==> src/sv/rac_pkg.sv <==
package rac_pkg;

  // CORDIC iteration count (table holds 24 entries)
  localparam int unsigned CORDIC_STEPS = 16;
  localparam int unsigned TAB_LEN      = 24;
  localparam int unsigned IDX_W        = 5;

  localparam int unsigned AXIS_W = 14;  // axis value after divide by 4
  localparam int unsigned FRAC_W = 16;
  localparam int unsigned XY_W   = 34;  // covers gain and sign of the rotated vector
  localparam int unsigned ANG_W  = 25;  // degrees, Q16, signed
  localparam int unsigned DEG_W  = 8;   // whole-degree magnitude 0..180
  localparam int unsigned ROLL_W = 9;

  localparam logic signed [ANG_W-1:0] ANG_90  = ANG_W'(90 * 65536);
  localparam logic signed [ANG_W-1:0] ANG_180 = ANG_W'(180 * 65536);

  localparam logic [DEG_W-1:0] DEG_0   = DEG_W'(0);
  localparam logic [DEG_W-1:0] DEG_45  = DEG_W'(45);
  localparam logic [DEG_W-1:0] DEG_90  = DEG_W'(90);
  localparam logic [DEG_W-1:0] DEG_135 = DEG_W'(135);
  localparam logic [DEG_W-1:0] DEG_180 = DEG_W'(180);

  // sideband that rides along the CORDIC stages
  typedef struct packed {
    logic             y_neg;
    logic             z_neg;
    logic             spec;      // exact answer known up front
    logic [DEG_W-1:0] spec_mag;
  } side_t;

  // atan(2^-i) in degrees, Q16, rounded
  function automatic logic signed [ANG_W-1:0] atan_tab(input logic [IDX_W-1:0] idx);
    logic signed [ANG_W-1:0] v;
    case (idx)
      5'd0:    v = ANG_W'(2949120);
      5'd1:    v = ANG_W'(1740967);
      5'd2:    v = ANG_W'(919879);
      5'd3:    v = ANG_W'(466945);
      5'd4:    v = ANG_W'(234379);
      5'd5:    v = ANG_W'(117304);
      5'd6:    v = ANG_W'(58666);
      5'd7:    v = ANG_W'(29335);
      5'd8:    v = ANG_W'(14668);
      5'd9:    v = ANG_W'(7334);
      5'd10:   v = ANG_W'(3667);
      5'd11:   v = ANG_W'(1833);
      5'd12:   v = ANG_W'(917);
      5'd13:   v = ANG_W'(458);
      5'd14:   v = ANG_W'(229);
      5'd15:   v = ANG_W'(115);
      5'd16:   v = ANG_W'(57);
      5'd17:   v = ANG_W'(29);
      5'd18:   v = ANG_W'(14);
      5'd19:   v = ANG_W'(7);
      5'd20:   v = ANG_W'(4);
      5'd21:   v = ANG_W'(2);
      5'd22:   v = ANG_W'(1);
      default: v = '0;
    endcase
    return v;
  endfunction

endpackage

==> src/sv/rac_cordic.sv <==
// Vectoring CORDIC, one register stage per iteration, common stall enable.
module rac_cordic (
  input  logic                                clk,
  input  logic                                rst_n,
  input  logic                                adv,
  input  logic                                in_vld,
  input  logic [rac_pkg::AXIS_W-1:0]          in_ax,
  input  logic [rac_pkg::AXIS_W-1:0]          in_ay,
  input  rac_pkg::side_t                      in_side,
  output logic                                out_vld,
  output logic signed [rac_pkg::ANG_W-1:0]    out_ang,
  output rac_pkg::side_t                      out_side
);

  localparam int unsigned N = rac_pkg::CORDIC_STEPS;

  logic signed [rac_pkg::XY_W-1:0]  x_r   [N];
  logic signed [rac_pkg::XY_W-1:0]  y_r   [N];
  logic signed [rac_pkg::ANG_W-1:0] ang_r [N];
  rac_pkg::side_t                   side_r[N];
  logic                             vld_r [N];

  for (genvar i = 0; i < N; i++) begin : g_step
    logic signed [rac_pkg::XY_W-1:0]  x_in, y_in, x_nxt, y_nxt;
    logic signed [rac_pkg::ANG_W-1:0] a_in, a_nxt, tab;
    rac_pkg::side_t                   s_in;
    logic                             v_in;

    if (i == 0) begin : g_first
      assign x_in = rac_pkg::XY_W'({in_ax, {rac_pkg::FRAC_W{1'b0}}});
      assign y_in = rac_pkg::XY_W'({in_ay, {rac_pkg::FRAC_W{1'b0}}});
      assign a_in = '0;
      assign s_in = in_side;
      assign v_in = in_vld;
    end else begin : g_next
      assign x_in = x_r[i-1];
      assign y_in = y_r[i-1];
      assign a_in = ang_r[i-1];
      assign s_in = side_r[i-1];
      assign v_in = vld_r[i-1];
    end

    assign tab = rac_pkg::atan_tab(rac_pkg::IDX_W'(i));

    always_comb begin
      if (!y_in[rac_pkg::XY_W-1]) begin
        x_nxt = x_in + (y_in >>> i);
        y_nxt = y_in - (x_in >>> i);
        a_nxt = a_in + tab;
      end else begin
        x_nxt = x_in - (y_in >>> i);
        y_nxt = y_in + (x_in >>> i);
        a_nxt = a_in - tab;
      end
    end

    always_ff @(posedge clk) begin
      if (!rst_n) begin
        vld_r[i] <= 1'b0;
      end else if (adv) begin
        vld_r[i] <= v_in;
      end
    end

    always_ff @(posedge clk) begin
      if (adv) begin
        x_r[i]    <= x_nxt;
        y_r[i]    <= y_nxt;
        ang_r[i]  <= a_nxt;
        side_r[i] <= s_in;
      end
    end
  end

  assign out_vld  = vld_r[N-1];
  assign out_ang  = ang_r[N-1];
  assign out_side = side_r[N-1];

endmodule

==> src/sv/roll_angle_from_accel_unit.sv <==
// Channel | Dir | Ports                        | Beat contents
// --------+-----+------------------------------+---------------------------------------
// in      | in  | in_tvalid/in_tready/in_tdata | [15:0] y_word, [31:16] z_word (signed)
// out     | out | out_tvalid/out_tready/       | [8:0] roll_degrees (signed),
//         |     | out_tdata                    | [15:9] zero
//
// One beat in, one beat out. Stages: prep, one per CORDIC iteration, output.
// Throughput is one beat per cycle unless stalled; the whole pipeline advances on a single
// enable that is high when the output register is empty or being drained.
// rst_n (sync, active low) clears the valid bits only; no clearing pass.
// A stall freezes every stage in place, so nothing is dropped or repeated.
module roll_angle_from_accel_unit (
  input  logic        clk,
  input  logic        rst_n,
  input  logic        in_tvalid,
  output logic        in_tready,
  input  logic [31:0] in_tdata,    // [15:0] y_word, [31:16] z_word
  output logic        out_tvalid,
  input  logic        out_tready,
  output logic [15:0] out_tdata    // [8:0] roll_degrees, [15:9] zero
);

  logic out_tvalid_r;
  logic adv;
  assign adv       = !out_tvalid_r || out_tready;
  assign in_tready = adv;

  // ---------------- prep stage: /4 toward zero, fold, special cases
  logic signed [15:0]              y_word, z_word;
  logic signed [16:0]              y_sum, z_sum;
  logic signed [rac_pkg::AXIS_W-1:0] yv, zv;
  logic [rac_pkg::AXIS_W-1:0]      ay, az;
  rac_pkg::side_t                  side_nxt;

  assign y_word = in_tdata[15:0];
  assign z_word = in_tdata[31:16];

  // add 3 to negatives so the arithmetic shift truncates toward zero
  assign y_sum = 17'(y_word) + (y_word[15] ? 17'sd3 : 17'sd0);
  assign z_sum = 17'(z_word) + (z_word[15] ? 17'sd3 : 17'sd0);
  assign yv    = rac_pkg::AXIS_W'(y_sum >>> 2);
  assign zv    = rac_pkg::AXIS_W'(z_sum >>> 2);
  assign ay    = yv[rac_pkg::AXIS_W-1] ? rac_pkg::AXIS_W'(-yv) : yv;
  assign az    = zv[rac_pkg::AXIS_W-1] ? rac_pkg::AXIS_W'(-zv) : zv;

  always_comb begin
    side_nxt.y_neg    = yv[rac_pkg::AXIS_W-1];
    side_nxt.z_neg    = zv[rac_pkg::AXIS_W-1];
    side_nxt.spec     = 1'b1;
    side_nxt.spec_mag = rac_pkg::DEG_0;
    if (yv == '0) begin
      // on the Z axis (also both zero)
      side_nxt.spec_mag = zv[rac_pkg::AXIS_W-1] ? rac_pkg::DEG_180 : rac_pkg::DEG_0;
    end else if (zv == '0) begin
      side_nxt.spec_mag = rac_pkg::DEG_90;
    end else if (ay == az) begin
      // diagonal: exact 45 / 135, keeps truncation from dropping a degree
      side_nxt.spec_mag = zv[rac_pkg::AXIS_W-1] ? rac_pkg::DEG_135 : rac_pkg::DEG_45;
    end else begin
      side_nxt.spec = 1'b0;
    end
  end

  logic                       prep_vld_r;
  logic [rac_pkg::AXIS_W-1:0] prep_ax_r, prep_ay_r;
  rac_pkg::side_t             prep_side_r;

  always_ff @(posedge clk) begin
    if (!rst_n) begin
      prep_vld_r <= 1'b0;
    end else if (adv) begin
      prep_vld_r <= in_tvalid;
    end
  end

  always_ff @(posedge clk) begin
    if (adv) begin
      prep_ax_r   <= az;
      prep_ay_r   <= ay;
      prep_side_r <= side_nxt;
    end
  end

  // ---------------- CORDIC iterations
  logic                            cor_vld;
  logic signed [rac_pkg::ANG_W-1:0] cor_ang;
  rac_pkg::side_t                  cor_side;

  rac_cordic u_cordic (
    .clk      (clk),
    .rst_n    (rst_n),
    .adv      (adv),
    .in_vld   (prep_vld_r),
    .in_ax    (prep_ax_r),
    .in_ay    (prep_ay_r),
    .in_side  (prep_side_r),
    .out_vld  (cor_vld),
    .out_ang  (cor_ang),
    .out_side (cor_side)
  );

  // ---------------- output stage: clamp, quadrant map, integer part, sign
  logic signed [rac_pkg::ANG_W-1:0]  q_clamp, q_full;
  logic [rac_pkg::DEG_W-1:0]         mag;
  logic signed [rac_pkg::ROLL_W-1:0] roll_nxt;

  always_comb begin
    if (cor_ang[rac_pkg::ANG_W-1]) begin
      q_clamp = '0;
    end else if (cor_ang > rac_pkg::ANG_90) begin
      q_clamp = rac_pkg::ANG_90;
    end else begin
      q_clamp = cor_ang;
    end
    q_full = cor_side.z_neg ? (rac_pkg::ANG_180 - q_clamp) : q_clamp;
    mag    = cor_side.spec ? cor_side.spec_mag
                           : q_full[rac_pkg::FRAC_W +: rac_pkg::DEG_W];
    roll_nxt = cor_side.y_neg ? -rac_pkg::ROLL_W'(mag) : rac_pkg::ROLL_W'(mag);
  end

  logic signed [rac_pkg::ROLL_W-1:0] roll_r;

  always_ff @(posedge clk) begin
    if (!rst_n) begin
      out_tvalid_r <= 1'b0;
    end else if (adv) begin
      out_tvalid_r <= cor_vld;
    end
  end

  always_ff @(posedge clk) begin
    if (adv) begin
      roll_r <= roll_nxt;
    end
  end

  assign out_tvalid = out_tvalid_r;
  assign out_tdata  = {{(16 - rac_pkg::ROLL_W){1'b0}}, roll_r};

endmodule

==> config.mk <==
export PLATFORM = sky130hd
export DESIGN_NAME = roll_angle_from_accel_unit
export DESIGN_NICKNAME = d
export VERILOG_FILES = /design/src/sv/rac_pkg.sv /design/src/sv/rac_cordic.sv /design/src/sv/roll_angle_from_accel_unit.sv
export SDC_FILE = /design/constraint.sdc
export NUM_CORES = 2
export LEC_CHECK = 0
export BUFFER_PORTS_ARGS = -buffer_cell sky130_fd_sc_hd__buf_4
export CAP_MARGIN = 5
export CORE_MARGIN = 4
export CORE_UTILIZATION = 55
export CTS_CLUSTER_SIZE = 10
export DETAILED_ROUTE_END_ITERATION = 12
export PLACE_DENSITY = 0.73
export SLEW_MARGIN = 20
export SYNTH_ARGS = -nofsm -noshare
export SYNTH_HDL_FRONTEND = slang
export SYNTH_HIERARCHICAL = 1
export SYNTH_SLANG_ARGS = --single-unit
==> constraint.sdc <==
create_clock -name clk -period 43.5 [get_ports clk]
set_input_delay 4.35 -clock clk [delete_from_list [all_inputs] [get_ports clk]]
set_output_delay 4.35 -clock clk [all_outputs]
set_load 0.05 [all_outputs]
==> impl_metrics.json <==
{
  "final_cell_area_um2": 117000,
  "cpPeakStageDelay_ns": 0.52,
  "gp_congestion": 0.993,
  "syn_area_um2": 108000,
  "rsz0062_at_grt": "no",
  "cts_hold_buf": 0,
  "worstHoldStart": "u_cordic/side_r[1][75]",
  "skew_ns": 0.0744,
  "wl_per_cell_um": 19.8,
  "die_w_um": 452,
  "hpwl_um": 213000,
  "min_period_over_period_pct": 22.3,
  "area_delta_synth_final_pct": 7.49,
  "finalSetupViolCount": 0,
  "fmax_mhz": 103,
  "hp-class": "reg2reg",
  "grt_first_pass_wirelength_um": 432000,
  "crit_path_end_kind": "output port",
  "cts.path.max_buffers": 3,
  "via_count": 84100,
  "ys_async_sr_fraction_pct": 0,
  "setup_tns_ns": 0,
  "yosysWarnings": 6,
  "cp_num_buf_inv": 2,
  "critPathTopFamily": "simple AND/OR/NAND/NOR gates",
  "netlist_instances": 11100,
  "worstPathArrival_ns": 5.35,
  "path_max_fanout": 29,
  "hold_depth": 0,
  "worst_pin_slew_ns": 1.36,
  "gr-total-overflow": 0,
  "crit_chain": "buf_4 > nand2b_4 > buf_4",
  "finalWirelength_um": 274000,
  "htreeDepth": 4,
  "final_cell_mix": "edfxtp_1, ha_1, nor2_1",
  "port_buffers": 46,
  "io_pins": 54,
  "layout-drive-gt1-share_pct": 4.06,
  "synth-seq-cells": 1385,
  "crit_top_cell": "buf_4",
  "cp-startpoint": "out_tready",
  "synth_edf_count": 1382,
  "cts-buffers-inserted": 167,
  "reg2reg_slack_ns": 38.01,
  "cts_resized": 0,
  "critPathKind": "in2out",
  "rr_worst_depth": 14,
  "status": "finished, final reports clean",
  "antenna_found_initial": 7,
  "startpoint_type": "input pin",
  "r2r_end": "u_cordic/x_r[10][32]",
  "root_buffer": "clkbuf_16",
  "utilization_pct": 59.6,
  "cp_slowest_cell": "nand2b_4",
  "synth-main-ff-cell": "edfxtp_1",
  "core_area_um2": 195000,
  "cts.sinks": 1385,
  "cap_violations": 0,
  "reg2reg_from": "u_cordic/y_r[9][33]",
  "slew_violations": 0,
  "ys_types": 110,
  "viasPerCell": 6.07,
  "clkLatencyLatePin_ns": 0.86,
  "post-place-ws_ns": 33.78,
  "multiInputGateArea_um2": 64200,
  "final_common_cell": "edfxtp_1",
  "dr.pass1.iters": 7,
  "cts_tree": "built",
  "cts.clk_slew.worst_paths_ns": 0.06,
  "die-area_um2": 204000,
  "fp.dieH_um": 452,
  "nFillCells": 16400,
  "drt_iter0_markers": 6981,
  "grt_max_degree": 224,
  "cp_data_required_time_ns": 39.15,
  "ant_nets": 0,
  "dpl_cell_area_um2": 111000,
  "drc": 0,
  "rows": 162,
  "setup_ws_ns": 33.80,
  "seqCellArea_um2": 41600,
  "track_usage_pct": 26.0,
  "cts_setup_buffers": 0,
  "avgSynthCellArea_um2": 9.76,
  "yosysSeqAreaShare_pct": 38.3,
  "grt_pass1_vias": 81300,
  "min_period_ns": 9.70,
  "hold_end": "u_cordic/side_r[1][86]",
  "start_util_pct": 55.5,
  "hold_viol": 0,
  "fin_nets": 12400,
  "timing.slew.headroom_pct": 8.71
}
layer usage:
| metal | up-vias | wire length [um] | share of wire [%] | GRT usage, % |
|---|---|---|---|---|
| met5 | - | 13 | 0.0047 | 0 |
| met4 | 2 | 16500 | 6.0 | 14.2 |
| met3 | 651 | 15000 | 5.5 | 3.87 |
| met2 | 2566 | 129000 | 47 | 43.9 |
| met1 | 39700 | 114000 | 41 | 32.2 |
| li1 | 41100 | - | - | - |
synthesized netlist by cell type, types with 21 or more instances:
cell       count  area [um^2]
a31o_2        38          333
nor4b_1       21          184
xnor2_1     1001         8770
or3_1         88          551
or2_2         46          288
nor3_1       357         1790
o21bai_1     134         1010
buf_4         32          240
a211o_1       31          272
a21o_1       403         3030
nand4_1       91          569
nand2_1      570         2140
a2111oi_0     27          236
or4_1         32          240
and3_1       155          970
o211ai_1      65          488
a31oi_1      136          851
and2_1        90          563
mux2_2        32          360
o21a_1       165         1240
xor2_1       519         4550
nand3_1      210         1050
fa_1          31          621
nor2b_1      172         1080
a211oi_1      81          608
nor2_1      1077         4040
o31a_1        27          236
nor3b_1       23          173
nand2b_1     149          932
o21ai_1       28          140
a21oi_1     1039         5200
ha_1        1134        14200
o31ai_1       49          368
edfxtp_1    1382        41500
o21ai_0      471         2360
a21boi_0      34          255
mux2i_1       21          210
o41ai_1       42          368
clkbuf_1     154          578
inv_1        488         1830
nor4_1        88          551
final cells by class:
class	count	area share, %
multi-input combinational	9024	55.1
sequential	1385	35.7
clock buffer	199	3.72
tap	2624	2.82
inverter	489	1.58
timing repair buffer	83	0.598
clock inverter	45	0.548
antenna	9	0.0193
stage by stage:
stage | instances | hold slack, ns
6_report | 13900 | 0.408
5_1_grt | 13900 | 0.416
4_1_cts | 13800 | 0.394
3_5_place_dp | 13600 | 0.405
3_3_place_gp | 13600 | 0.400
2_1_floorplan | 11100 | 0.400
cells by family after synthesis:
logic type | count (synthesis) | synth area share, %
buffers and inverters | 702 | 2.56
DFF | 1385 | 38.3
muxes | 54 | 0.537
xor gates and xnor gates | 1523 | 12.3
adders and majority gates | 1165 | 13.7
AOI/OAI and AO/OA | 3006 | 17.7
and+or+nand+nor | 3268 | 14.8
other | 2 | 0.00693
worst max-delay path by stage:
stage | end | slack, ns | cells past startpoint
floorplan | in_tready | 1.82 | 1
global placement | in_tready | 33.78 | 3
detailed placement | in_tready | 33.78 | 3
CTS | in_tready | 33.78 | 3
global route | in_tready | 33.74 | 3
finish | in_tready | 33.80 | 3
sequential cells by signal, indices dropped and copies added, names as in the netlist:
name	count
prep_side_r	11
u_cordic/ang_r	338
u_cordic/vld_r	16
out_tvalid	1
prep_ay_r	14
u_cordic/side_r	176
u_cordic/y_r	411
prep_ax_r	14
roll_r	9
prep_vld_r	1
u_cordic/x_r	394
Power is not shown: default switching activity piles up to over one toggle a cycle in this logic, so the estimate is an artifact.
